===== config.mk =====
export PLATFORM = sky130hd
export DESIGN_NAME = abp_ctrl
export DESIGN_NICKNAME = d
export VERILOG_FILES = /design/src/rtl/abp_pkg.sv /design/src/rtl/abp_ctrl.sv
export SDC_FILE = /design/constraint.sdc
export NUM_CORES = 1
export LEC_CHECK = 0
export BUFFER_PORTS_ARGS = -buffer_cell sky130_fd_sc_hd__buf_2
export CAP_MARGIN = 40
export CELL_PAD_IN_SITES_DETAIL_PLACEMENT = 0
export CELL_PAD_IN_SITES_GLOBAL_PLACEMENT = 1
export CORE_MARGIN = 1.5
export CORE_UTILIZATION = 39
export CTS_BUF_LIST = sky130_fd_sc_hd__clkbuf_16
export DETAILED_ROUTE_END_ITERATION = 8
export MAX_ROUTING_LAYER = met4
export PLACE_DENSITY = 0.89
export SLEW_MARGIN = 20
export SYNTH_ARGS = -nofsm -noshare
export SYNTH_HDL_FRONTEND = slang
export SYNTH_SLANG_ARGS = --single-unit
export TNS_END_PERCENT = 10

===== constraint.sdc =====
create_clock -name clk -period 3.3 [get_ports clk]
set_input_delay 0.165 -clock clk [delete_from_list [all_inputs] [get_ports clk]]
set_output_delay 0.165 -clock clk [all_outputs]
set_load 0.005 [all_outputs]

===== src/rtl/abp_pkg.sv =====
// Shared constants, types and codes for the acknowledgement bitfield processor.
package abp_pkg;

	localparam int STORE_DEPTH = 256;
	localparam int FIELD_BITS  = 32;

	localparam int IDX_W     = $clog2(STORE_DEPTH);
	localparam int STEP_W    = $clog2(FIELD_BITS + 1);
	localparam int SEQ_W     = 16;
	localparam int BITS_W    = 32;
	localparam int BIT_IDX_W = $clog2(BITS_W);
	localparam int TIME_W    = 64;
	localparam int SIZE_W    = 16;
	localparam int NACK_W    = 8;
	localparam int THR_W     = 8;
	localparam int CNT_W     = 6;
	localparam int BYTES_W   = 22;

	localparam logic [THR_W-1:0]  THR_RESET = 8'd3;
	localparam logic [NACK_W-1:0] NACK_MAX  = 8'hFF;

	localparam logic FUNC_SEND = 1'b0;
	localparam logic FUNC_ACK  = 1'b1;

	typedef struct packed {
		logic              func;
		logic [SEQ_W-1:0]  seq;
		logic [BITS_W-1:0] ack_bits;
		logic [TIME_W-1:0] time_ns;
		logic [SIZE_W-1:0] pkt_size;
	} item_t;

	typedef struct packed {
		logic [CNT_W-1:0]          ack_cnt;
		logic [BYTES_W-1:0]        ack_bytes;
		logic [CNT_W-1:0]          loss_cnt;
		logic                      rtt_valid;
		logic signed [TIME_W-1:0]  rtt_ns;
		logic                      frx_flag;
		logic [SEQ_W-1:0]          frx_seq;
	} result_t;

	typedef struct packed {
		logic [SEQ_W-1:0]  tag;
		logic [TIME_W-1:0] send_time;
		logic [SIZE_W-1:0] bytes;
		logic [NACK_W-1:0] nacks;
	} entry_t;

	typedef struct packed {
		logic              send_wr;
		logic              load_ack;
		logic              rd_en;
		logic [STEP_W-1:0] rd_step;
		logic              ev_en;
		logic [STEP_W-1:0] ev_step;
		logic              out_load;
	} ctl_cmd_t;

endpackage


===== src/rtl/abp_ctrl.sv =====
// Controller state machine: item intake, store walk sequencing and result hand-off.
module abp_ctrl (
	input  logic             clk,
	input  logic             arst_n,
	input  logic             in_valid,
	input  logic             in_func,
	input  logic             out_busy,
	output logic             in_ready,
	output abp_pkg::ctl_cmd_t cmd
);
	import abp_pkg::*;

	typedef enum logic [1:0] {
		S_IDLE,
		S_WALK,
		S_LAST,
		S_FIN
	} state_t;

	state_t            state_q;
	logic [STEP_W-1:0] cnt_q;
	logic              ev_q;
	logic [STEP_W-1:0] ev_step_q;
	logic              accept;

	always_comb begin
		in_ready     = (state_q == S_IDLE);
		accept       = in_ready && in_valid;
		cmd.send_wr  = accept && (in_func == FUNC_SEND);
		cmd.load_ack = accept && (in_func == FUNC_ACK);
		cmd.rd_en    = (state_q == S_WALK);
		cmd.rd_step  = cnt_q;
		cmd.ev_en    = ev_q;
		cmd.ev_step  = ev_step_q;
		cmd.out_load = (state_q == S_FIN) && !out_busy;
	end

	always_ff @(posedge clk or negedge arst_n) begin
		if (!arst_n) begin
			state_q   <= S_IDLE;
			cnt_q     <= '0;
			ev_q      <= 1'b0;
			ev_step_q <= '0;
		end else begin
			ev_q      <= (state_q == S_WALK);
			ev_step_q <= cnt_q;
			unique case (state_q)
				S_IDLE: begin
					cnt_q <= '0;
					if (accept && (in_func == FUNC_ACK)) begin
						state_q <= S_WALK;
					end
				end
				S_WALK: begin
					cnt_q <= cnt_q + STEP_W'(1);
					if (cnt_q == STEP_W'(FIELD_BITS)) begin
						state_q <= S_LAST;
					end
				end
				S_LAST: begin
					state_q <= S_FIN;
				end
				S_FIN: begin
					if (!out_busy) begin
						state_q <= S_IDLE;
					end
				end
				default: begin
					state_q <= S_IDLE;
				end
			endcase
		end
	end

endmodule


-- Yosys cells after proc, flatten, opt, wreduce, memory -nomap -nowiden
Index checks and enable logic that the tools add are counted.
- flip-flop bits (word level): 15
- output and inout port bits: 18
- $add $sub $neg: 1
- equality and inequality tests: 7
- mux-type cells: 5
- bitwise operators: 1
- reduce and logical (&&, ||, !) cells: 8
- operators by type and width (kind ; count):
    $pmux W6 S2 ; 1
    $pmux W2 S4 ; 1
    $add A6 B1 Y6 const B ; 1
    $eq A6 B6 Y1 const B ; 1
    $mux W2 ; 3
    $eq A2 B2 Y1 const B ; 2
    $logic_and A1 B1 Y1 ; 4
    $ne A2 B1 Y1 const B ; 2
    $reduce_and A3 Y1 ; 1
    $eq A2 B1 Y1 const B ; 1
    $logic_not A2 Y1 ; 1
    $ne A2 B2 Y1 const B ; 1
    $reduce_bool A2 Y1 ; 1
    $logic_not A1 Y1 ; 1
    $not A1 Y1 ; 1

-- Longest topological paths before layout
Gate-level depths: netlist of run 1.
- word-level depth: 5
- gate-level depth with buffers: 6

-- Worst setup path before layout of run 1
No wires, ideal clock.
- kind: register to register
- start: reg state_q[1]
- end: reg state_q[1]
- library setup time: 0.125 ns
- arrival: 1.473 ns
- data required time: 3.175 ns
- path slack: 1.702 ns
- cell stages (with the launch flop): 6
- path buffers: 0
- clock period less this slack: 1.598 ns
- cell sequence: dfrtp_1 inv_1 ha_1 a22o_1 a221o_1 mux2_4
- RTL lines (item ; RTL line ; RTL):
    start, declared ; abp_ctrl.sv:20 ; state_t state_q;
    start signal, assigned ; abp_ctrl.sv:40 ; state_q <= S_IDLE;
    start signal, assigned ; abp_ctrl.sv:51 ; state_q <= S_WALK;
    start signal, assigned ; abp_ctrl.sv:57 ; state_q <= S_LAST;

-- Worst setup path in the final report of run 1
- start: reg state_q[1]
- end: reg state_q[1]
- word-level cells in the longest chain between the ends: 5
- elaborated cells between the ends (all ways): 11
- RTL lines (item ; RTL line ; RTL):
    $logic_not A2 Y1 ; abp_ctrl.sv:27, abp_ctrl.sv:47 ;
    $logic_and A1 B1 Y1 ; abp_ctrl.sv:28 ; accept = in_ready && in_valid;
    $logic_and A1 B1 Y1 ; abp_ctrl.sv:50 ; if (accept && (in_func == FUNC_ACK)) begin
    $ne A2 B1 Y1 (no source line) ; - ;
    $reduce_and A3 Y1 (no source line) ; - ;
Parallel ways exist; a longest one is shown, timed or not.
A chain may end at the register's enable or synchronous reset.

==> results of run 1 <==
registers in the layout (all words and copies together) (netlist names):
name       flops
cnt_q          6
ev_q           1
ev_step_q      6
state_q        2
power groups by stage:
stage | clock (mW) | sequential (mW) | combinational, mW
6_report | 0.226 | 0.276 | 0.271
5_1_grt | 0.244 | 0.284 | 0.304
4_1_cts | 0.233 | 0.277 | 0.272
3_5_place_dp | 0 | 0.278 | 0.269
3_3_place_gp | 0 | 0.276 | 0.264
2_1_floorplan | 0 | 0.275 | 0.185
worst max-delay path, delay by kind of cell (launching register included):
family,cells,cell delay [ps]
compound gates,2,600
flops,1,400
fa+ha+maj,1,350
mux,1,300
buf+inv,1,80
kinds of logic after synthesis:
family	share of synthesized area, %
and+or+nand+nor	12.8
DFF	55.5
AOI/OAI and AO/OA	11.5
buffers and inverters	4.07
adders and majority gates	11.1
muxes	3.88
xor gates and xnor gates	1.29
routing by layer:
metal | vias to the layer above | wire length (µm) | track usage, %
li1 | 248 | - | -
met1 | 238 | 538 | 18.8
met2 | 19 | 635 | 24.6
met3 | 4 | 59 | 2.45
met4 | 0 | 43 | 14.5
met5 | - | 0 | -
final cells by class:
| class | instances | area (µm²) |
|---|---|---|
| Clock inverter | 1 | 3.75 |
| Multi-Input combinational cell | 36 | 274 |
| Fill cell | 140 | 676 |
| Sequential cell | 15 | 375 |
| Timing Repair Buffer | 23 | 120 |
| Inverter | 4 | 15.0 |
| Tap cell | 16 | 20.0 |
| Clock buffer | 3 | 75.1 |
cells in the mapped netlist, drive strengths merged:
cell and n:
nor2 2, a22o 1, a221o 1, nand3 2
nand4 1, nand2b 1, inv 4, a2111oi 1
ha 6, o21ai 3, dfrtp 15, nand2 5
mux2 2, o31ai 2, o211ai 1, and3 1
xnor2 1, nand4bb 1, a21oi 1, a21o 1
buf 2, nor3b 1, nor2b 2
worst paths after layout:
kind,from,end,slack [ps],depth (start not counted)
worst max register to register,state_q[1],state_q[1],1450,5
max in group asynchronous,arst_n,ev_step_q[2],2700,2
worst min-delay path,arst_n,ev_q,360,2
worst max-delay path,state_q[1],state_q[1],1450,5
worst min register to register,cnt_q[5],ev_step_q[5],460,0
min in group clk,out_busy,state_q[0],370,4
through the flow:
step | util (%) | std cells | instance area [µm²] | total power [mW] | hold WS [ps]
after floorplan | - | 57 | 677 | 0.460 | -131
after global placement | 51.0 | 93 | 795 | 0.540 | 75.7
after detailed placement | 51.0 | 93 | 795 | 0.547 | 81.9
after CTS | 56.7 | 98 | 883 | 0.782 | 365
after global routing | 56.7 | 98 | 883 | 0.832 | 381
final | 56.7 | 98 | 883 | 0.774 | 358
==> summary.md, run 1 <==
| Metric | Value |
|---|---|
| Top cell type's share of synthesized area | `55.5%` |
| WP data required | `3430 ps` |
| Initial antenna violation count | `0` |
| Hold buffer count at CTS | `1` |
| Count of cells resized by post-cts repair | `0` |
| Post-Synthesis Cells | `57` |
| Routability Congestion | `0.747` |
| Syn-to-layout area delta | `30.5%` |
| Worst VDD drop | `between 300 and 400 µV` |
| # rows | `14` |
| Logic pwr share | `35.1%` |
| Synth Area per Inst | `between 10 and 15 µm²` |
| Reg clk slew, reported paths | `around 50 ps` |
| Commonest non-fill, non-tap cell in the layout | `buf_2` |
| CTS tree | `done` |
| # setup viols final | `0` |
| Post-CTS Setup Repair Bufs | `0` |
| Setup Skew | `4.58 ps` |
| Power density cells | `876 nW/µm²` |
| Critical path type | `flip-flop to flip-flop` |
| H-tree levels | `1` |
| Gr ovfl total | `0` |
| Min cycle time layout | `1850 ps` |
| Vias/cell | `5.19` |
| Setup ws final | `1450 ps` |
| Routed WL | `~1300 µm` |
| Critical Path Fanout Max | `15` |
| DRT antenna net count | `0` |
| First drt pass iteration count | `7` |
| Most frequent cells in the layout | `buf_2, dfrtp_1, ha_1, inv_1, nand2_1` |
| Cell taking the most area after synthesis | `dfrtp_1` |
| Lkg Pwr | `0.488 nW` |
| Violated checks | `DRC` |
| Final Cycle Share | `56.2%` |
| Final Max Tran Viols | `0` |
| Synth Cell Area | `677 µm²` |
| Critical Path Max Stage Delay | `400 ps` |
| Residual DRC | `3` |
| First-pass GRT wire length | `between 2000 and 2500 µm` |
| Syn nets | `a little under 70` |
| Status | `complete, but fails checks` |
| PortBufs | `22` |
| Critical path, cell by cell | `inv_1 -> ha_1 -> a22o_1 -> a221o_1 -> mux2_4` |
| GRT Overall Usage | `16.4%` |
| Layout Nets | `94` |
| Die area | `1990 µm²` |
| Relative slew slack | `69.5%` |
| Slew @ Worst Pin | `458 ps` |
| CTS Buf Count | `3` |
| Dpl hpwl | `roughly 910 µm` |
| Ant diodes | `0` |
| Net switching power | `about 0.24 mW` |
| Max-Cap Viols | `0` |
| WP data arrival | `1980 ps` |
| Startpoint Class | `flip-flop` |
| Sw Ratio | `between 30% and 40%` |
| CP endpoint kind | `flip-flop` |
| Vias in the first global route | `about 480` |
| Post-Place Worst Slack | `1480 ps` |
| Die H | `44.7 µm` |
| Clock Root Buffer | `clkbuf_16` |
| Post-Route Setup TNS | `0 ps` |
| Share of layout cells above drive strength 1 | `32.9%` |
| Vias | `509` |
| Io pins | `23` |
| RSZ-0062 raised after global routing | `false` |
| Clk Latency, worst-skew pair | `240 ps` |
| Avg WL per Cell | `13.0 µm` |
| Int Pwr | `0.529 mW` |
| Yosys reg bits | `15` |
| Seq pwr share | `35.7%` |
| Initial DRC count | `7` |
| Largest net degree at the start of global routing | `16` |
| Hold Path Class | `primary input to asynchronous set/reset pin` |
| Critical path's slowest cell | `dfrtp_1` |
| Clock sinks | `15` |
| Hold Vio Cnt, Final | `0` |
| Synth area leaders | `dfrtp_1, ha_1, nand2_1` |
| F_max | `~540 MHz` |
| Sequential-to-total area share from yosys stat | `between 50% and 60%` |
| Ys Warns | `0` |
| Number of distinct library cells after synthesis | `26` |
| Max clock buf depth | `2` |
| Die Span X | `44.7 µm` |
| Starting Density | `between 40% and 50%` |
| Clk pwr share | `29.2%` |
| Core ar. | `1560 µm²` |
(Power assumes the default switching activity.)
==> run 2, diff against run 1 <==
--- a/config.mk
+++ b/config.mk
@@ -5,16 +5,17 @@
 export SDC_FILE = /design/constraint.sdc
 export NUM_CORES = 1
 export LEC_CHECK = 0
+export ABC_AREA = 1
 export BUFFER_PORTS_ARGS = -buffer_cell sky130_fd_sc_hd__buf_2
 export CAP_MARGIN = 40
 export CELL_PAD_IN_SITES_DETAIL_PLACEMENT = 0
 export CELL_PAD_IN_SITES_GLOBAL_PLACEMENT = 1
 export CORE_MARGIN = 1.5
-export CORE_UTILIZATION = 39
+export CORE_UTILIZATION = 35
 export CTS_BUF_LIST = sky130_fd_sc_hd__clkbuf_16
 export DETAILED_ROUTE_END_ITERATION = 8
 export MAX_ROUTING_LAYER = met4
-export PLACE_DENSITY = 0.89
+export PLACE_DENSITY = 0.84
 export SLEW_MARGIN = 20
 export SYNTH_ARGS = -nofsm -noshare
 export SYNTH_HDL_FRONTEND = slang
==> constraint.sdc (replaced) <==
create_clock -name clk -period 1.75 [get_ports clk]
set_input_delay 0.0875 -clock clk [delete_from_list [all_inputs] [get_ports clk]]
set_output_delay 0.0875 -clock clk [all_outputs]
set_load 0.005 [all_outputs]
==> run 2 against run 1 <==
The flow now finishes without violations. First-iteration DRC count grew 100%. Setup slack lost 1100 ps. Hold slack worse by 110 ps. Clock power increased by 88%. Die area rose by 22%. Non-clock buffer count grew 1. Global-route usage shrank 2.0 points. Critical path depth decreased by 1. Largest power group is now combinational logic. Highest routed layer unchanged.
==> summary.md, run 2 <==
| Metric | Value |
|---|---|
| Max clock buf depth | `2` |
| Starting Density | `37.8%` |
| Critical Path Max Stage Delay | `400 ps` |
| Synth Area per Inst | `roughly 9 µm²` |
| Max-Cap Viols | `0` |
| Slew @ Worst Pin | `~340 ps` |
| Worst R2R End | `cnt_q[5]` |
| Relative slew slack | `between 70% and 80%` |
| Initial antenna violation count | `0` |
| Largest net degree at the start of global routing | `16` |
| Residual DRC | `0` |
| Largest registers | `cnt_q (6), ev_step_q (6), state_q (2)` |
| H-tree levels | `1` |
| Cell taking the most area after synthesis | `dfrtp_1` |
| Final Cell Area | `970 µm²` |
| Die area | `2420 µm²` |
| Commonest non-fill, non-tap cell in the layout | `nand2_1` |
| Routability Congestion | `roughly 0.87` |
| Clk Latency, worst-skew pair | `between 200 and 250 ps` |
| CP startpoint | `state_q[1]` |
| Top FF cell, synth | `dfrtp_1` |
| Clock Root Buffer | `clkbuf_16` |
| Dpl hpwl | `just over 1000 µm` |
| Min cycle time layout | `1440 ps` |
| Startpoint Class | `flip-flop` |
| First-pass GRT wire length | `2490 µm` |
| Lkg Pwr | `0.576 nW` |
| Most frequent cell after synthesis | `nand2_1` |
| Critical path, cell by cell | `inv_1 -> ha_1 -> buf_4 -> buf_2` |
| Power density cells | `1520 nW/µm²` |
| # rows | `16` |
| Hold depth | `6` |
| Vias in the first global route | `573` |
| Final Cycle Share | `82.5%` |
| Critical path type | `flip-flop to output port` |
| PortBufs | `22` |
| Status | `finished clean` |
| CTS tree | `done` |
| Layout Nets | `around 120` |
| Routed WL | `1420 µm` |
| Syn-to-layout area delta | `29.6%` |
| Final Max Tran Viols | `0` |
| Reg clk slew, reported paths | `50 ps` |
| Ys Warns | `0` |
| FF-to-FF setup slack | `390 ps` |
| Critical Path Fanout Max | `7` |
| Avg WL per Cell | `10.4 µm` |
| Hold Vio Cnt, Final | `0` |
| Critical path's slowest cell | `dfrtp_1` |
| GRT Overall Usage | `14.4%` |
| WP data required | `roughly 1700 ps` |
| R2R cell count | `7` |
| Inst Count DP | `132` |
| Vias/cell | `4.38` |
| CTS Buf Count | `3` |
| Gr ovfl total | `0` |
| Initial DRC count | `14` |
| WHS Endpoint | `state_q[1]` |
| Most frequent cells in the layout | `nand2_1, buf_2, dfrtp_1, inv_1, nor2_1` |
| Crit Reg-Reg Startpoint | `state_q[1]` |
| Io pins | `23` |
| Top cell type's share of synthesized area | `about 50%` |
| Hold Path Class | `primary input to flip-flop` |
| Ant diodes | `0` |
| Top cells by count, synth | `nand2_1, dfrtp_1, inv_1, nor2_1, ha_1` |
| First drt pass iteration count | `4` |
| F_max | `693 MHz` |
| Sequential-to-total area share from yosys stat | `50.2%` |
| Synth area leaders | `dfrtp_1, nand2_1, ha_1` |
| Post-synth EDFFs | `0` |
| Post-synth ARST share | `100%` |
| WP data arrival | `1360 ps` |
| Vias | `600` |
| Area after DPL | `881 µm²` |
| Yosys reg bits | `15` |
| Worst VDD drop | `812 µV` |
| Die Span X | `a little under 50 µm` |
| Syn nets | `95` |
| Non-Filler Instances | `137` |
| Synth Cell Area | `around 750 µm²` |
| # setup viols final | `0` |
| Post-Synthesis Cells | `84` |
| DRT antenna net count | `0` |
| Share of layout cells above drive strength 1 | `between 30% and 40%` |
| Number of distinct library cells after synthesis | `18` |
| Die H | `49.2 µm` |
| Core ar. | `1980 µm²` |
| CP endpoint kind | `output port` |
| Hold path startpoint | `out_busy` |
| Setup Skew | `around 0.73 ps` |
| Post-Route Setup TNS | `0 ps` |
| RSZ-0062 raised after global routing | `false` |
| Clock sinks | `15` |
[run 2: layer usage]
layer  track usage [%]  vias up  share of wire, %
met5                 -        -                 0
met2              23.0       22                47
met3              3.99        4               7.4
met1              16.6      268                43
met4              7.14        0               2.6
li1                  -      306                 -
[run 2: worst max-delay path: cells and delay by family, from the launching register on]
kind                       cells  cell delay [ps]
buffers and inverters          3              400
DFF                            1              400
adders and majority gates      1              310
[run 2: cell type report]
class | count | area, µm²
clock buffers | 3 | 75.1
clock inverters | 1 | 3.75
fillers | 191 | 1010
inverters | 12 | 45.0
multi-input cells | 55 | 309
flip-flops and latches | 15 | 375
well taps | 27 | 33.8
repair buffers | 24 | 128
[run 2: through the flow]
stage | power, mW | setup WS, ps | utilization [%] | hold slack (ps)
2_1_floorplan | 0.891 | 456 | - | -208
4_1_cts | 1.50 | 296 | 48.9 | 253
3_3_place_gp | 1.04 | 451 | 44.4 | -0.335
3_5_place_dp | 1.05 | 387 | 44.4 | 5.99
5_1_grt | 1.60 | 220 | 48.9 | 292
6_report | 1.48 | 307 | 48.9 | 251
[run 2: worst max path at each step]
stage | endpoint | depth (start not counted)
finish | cmd[14] | 4
CTS | cmd[14] | 4
floorplan | state_q[0] | 9
global placement | cnt_q[5] | 7
global route | cmd[14] | 4
detailed placement | cnt_q[5] | 7
[run 2: cell families after synthesis]
family / Yosys count / synth area share [%]
AOI/OAI and AO/OA: 4 / 3.18
DFF: 15 / 50.2
buffers and inverters: 14 / 8.53
adders and majority gates: 6 / 10.0
and+or+nand+nor: 45 / 28.1
[run 2: repair_timing]
action	4_1_cts	5_1_grt
hold buffers	1	0
endpoints found under the hold margin	15	0
setup buffers	0	0
resized for setup	0	0
[run 2: power breakdown]
group / internal [mW] / total [mW] / leakage (nW) / switching (mW)
Sequential: 0.436 / 0.511 / 0.201 / 0.0759
Combinational: 0.229 / 0.539 / 0.333 / 0.310
Clock: 0.301 / 0.426 / 0.0423 / 0.124
==> run 3, diff against run 2 <==
--- a/config.mk
+++ b/config.mk
@@ -5,13 +5,13 @@
 export SDC_FILE = /design/constraint.sdc
 export NUM_CORES = 1
 export LEC_CHECK = 0
-export ABC_AREA = 1
+export ABC_AREA = 0
 export BUFFER_PORTS_ARGS = -buffer_cell sky130_fd_sc_hd__buf_2
 export CAP_MARGIN = 40
 export CELL_PAD_IN_SITES_DETAIL_PLACEMENT = 0
 export CELL_PAD_IN_SITES_GLOBAL_PLACEMENT = 1
 export CORE_MARGIN = 1.5
-export CORE_UTILIZATION = 35
+export CORE_UTILIZATION = 36
 export CTS_BUF_LIST = sky130_fd_sc_hd__clkbuf_16
 export DETAILED_ROUTE_END_ITERATION = 8
 export MAX_ROUTING_LAYER = met4
==> constraint.sdc (replaced) <==
create_clock -name clk -period 1.5 [get_ports clk]
set_input_delay 0.075 -clock clk [delete_from_list [all_inputs] [get_ports clk]]
set_output_delay 0.075 -clock clk [all_outputs]
set_load 0.005 [all_outputs]
==> run 3 against run 2 <==
The flow now finishes with violations (setup timing). Global-route usage grew 1.3 points. Power is 34% higher. Cell area grew 4.0%.
==> summary.md, run 3 (synthesis gave the netlist of run 1 again) <==
| Metric | Value |
|---|---|
| Status | `complete, but fails checks` |
| Violated checks | `setup timing` |
| WHS | `259 ps` |
| Worst VDD drop | `974 µV` |
| Final core utilization | `between 50% and 60%` |
| Share of layout cells above drive strength 1 | `45.2%` |
| PortBufs | `22` |
| Initial DRC count | `9` |
| Inst Count DP | `112` |
| Gr ovfl total | `0` |
| Clk pwr share | `between 20% and 30%` |
| Setup ws final | `-68.3 ps` |
| Routed WL | `approximately 1400 µm` |
| Non-Filler Instances | `118` |
| Slew @ Worst Pin | `between 300 and 400 ps` |
| Clk Latency, worst-skew pair | `250 ps` |
| Reg clk slew, reported paths | `approximately 50 ps` |
| Die area | `2150 µm²` |
| Commonest non-fill, non-tap cell in the layout | `buf_2` |
| H-tree levels | `1` |
| Critical Path Max Stage Delay | `around 400 ps` |
| DRT antenna net count | `0` |
| Die Span X | `46.4 µm` |
| CP top delay family | `compound AO/OA/AOI/OAI gates` |
| Post-Route Setup TNS | `-115 ps` |
| Syn-to-layout area delta | `49.0%` |
| Clock sinks | `15` |
| GRT Overall Usage | `15.7%` |
| Final Max Tran Viols | `0` |
| Hold Vio Cnt, Final | `0` |
| Vias in the first global route | `around 500` |
| Relative slew slack | `74.8%` |
| Area after DPL | `896 µm²` |
| # rows | `15` |
| Critical path's slowest cell | `dfrtp_1` |
| First drt pass iteration count | `4` |
| WP data arrival | `1700 ps` |
| Seq pwr share | `slightly below 30%` |
| Max clock buf depth | `2` |
| Residual DRC | `0` |
| Avg WL per Cell | `12.2 µm` |
| Starting Density | `38.8%` |
| Lkg Pwr | `0.542 nW` |
| Sw Ratio | `31.7%` |
| Most frequent cells in the layout | `buf_2, dfrtp_1, buf_4, nand2_1, inv_1` |
| Critical path, cell by cell | `inv_2 -> ha_4 -> a22o_1 -> a221o_1 -> mux2_4` |
| FF-to-FF setup slack | `-70 ps` |
| # fillers | `159` |
| Critical Path Fanout Max | `4` |
| Min cycle time layout | `1570 ps` |
| Initial antenna violation count | `0` |
| Hold Path Class | `primary input to asynchronous set/reset pin` |
| Largest net degree at the start of global routing | `16` |
| Dpl hpwl | `1060 µm` |
| Largest registers | `cnt_q (6), ev_step_q (6), state_q (2)` |
| CTS Buf Count | `3` |
| Vias | `567` |
| Routability Congestion | `~0.80` |
| Critical path type | `flip-flop to flip-flop` |
| Setup Skew | `3.35 ps` |
| Ant diodes | `0` |
| CP endpoint kind | `flip-flop` |
| Io pins | `23` |
| RSZ-0062 raised after global routing | `true` |
| Int Pwr | `1.35 mW` |
| CTS tree | `done` |
| Max-Cap Viols | `0` |
| Die H | `~46 µm` |
| # setup viols final | `2` |
| Vias/cell | `4.81` |
| Layout Nets | `105` |
| Logic pwr share | `44.8%` |
| Startpoint Class | `flip-flop` |
| Final Cell Area | `1010 µm²` |
| Power density cells | `about 2000 nW/µm²` |
| Clock Root Buffer | `clkbuf_16` |
| Net switching power | `0.626 mW` |
| CP bufs+invs | `1` |
| Core ar. | `1750 µm²` |
| First-pass GRT wire length | `2170 µm` |
| F_max | `638 MHz` |
| WP data required | `roughly 1600 ps` |
| Final Cycle Share | `105%` |
## run 3: cell count changes in the layout (fill, tap and decap cells not counted), sizes merged, moves of 2 or more
| cell | delta |
|---|---|
| o31ai | +2 |
| mux2 | +2 |
| buf | +10 |
| nor2b | +2 |
| nand2 | -22 |
| inv | -8 |
| or2 | -2 |
| nor2 | -9 |
| nand3 | -3 |
## run 3: metrics by stage
step / setup slack [ps] / total power, mW
2_1_floorplan: -9.23 / 1.05
6_report: -68.3 / 1.97
5_1_grt: -92.1 / 2.10
4_1_cts: -45.1 / 1.95
3_3_place_gp: -18.1 / 1.35
3_5_place_dp: -39.9 / 1.39
## run 3: metal layers
layer  GRT usage [%]  vias up  wire length [µm]
met5               -        -                 0
met4            12.0        0                48
met3            2.35        5                74
met2            23.9       28               693
met1            18.4      262               625
li1                -      272                 -
## run 3: timing repair
action | in CTS | in global routing
gates resized for setup | 1 | 2
hold buffers | 1 | 0
pin swaps | 0 | 2
hold endpoints to repair | 15 | 0
setup buffers | 1 | 0
setup endpoints to repair | 2 | 5
## run 3: layout make-up
cell class,instances,area [µm²],area share [%]
inverter,4,15.0,1.49
sequential,15,375,37.2
multi-input combinational,36,302,29.9
clock buffer,3,75.1,7.44
clock inverter,1,3.75,0.372
tap,25,31.3,3.10
timing repair buffer,34,206,20.5
## run 3: path summary, 6_finish.rpt
check	cells past startpoint	from	to
setup / recovery	5	state_q[1]	state_q[1]
hold / removal	2	arst_n	cnt_q[2]
setup reg to reg	5	state_q[1]	state_q[1]
hold reg to reg	0	cnt_q[5]	ev_step_q[5]
max in group asynchronous	2	arst_n	ev_step_q[2]
min in group clk	4	out_busy	state_q[0]
## run 3: power by group through the flow
| stage | clock network (mW) | logic (mW) | registers (mW) |
|---|---|---|---|
| after floorplan | 0 | 0.433 | 0.614 |
| after global placement | 0 | 0.775 | 0.579 |
| after detailed placement | 0 | 0.796 | 0.590 |
| after CTS | 0.521 | 0.847 | 0.585 |
| after global routing | 0.542 | 0.968 | 0.593 |
| final | 0.508 | 0.884 | 0.582 |
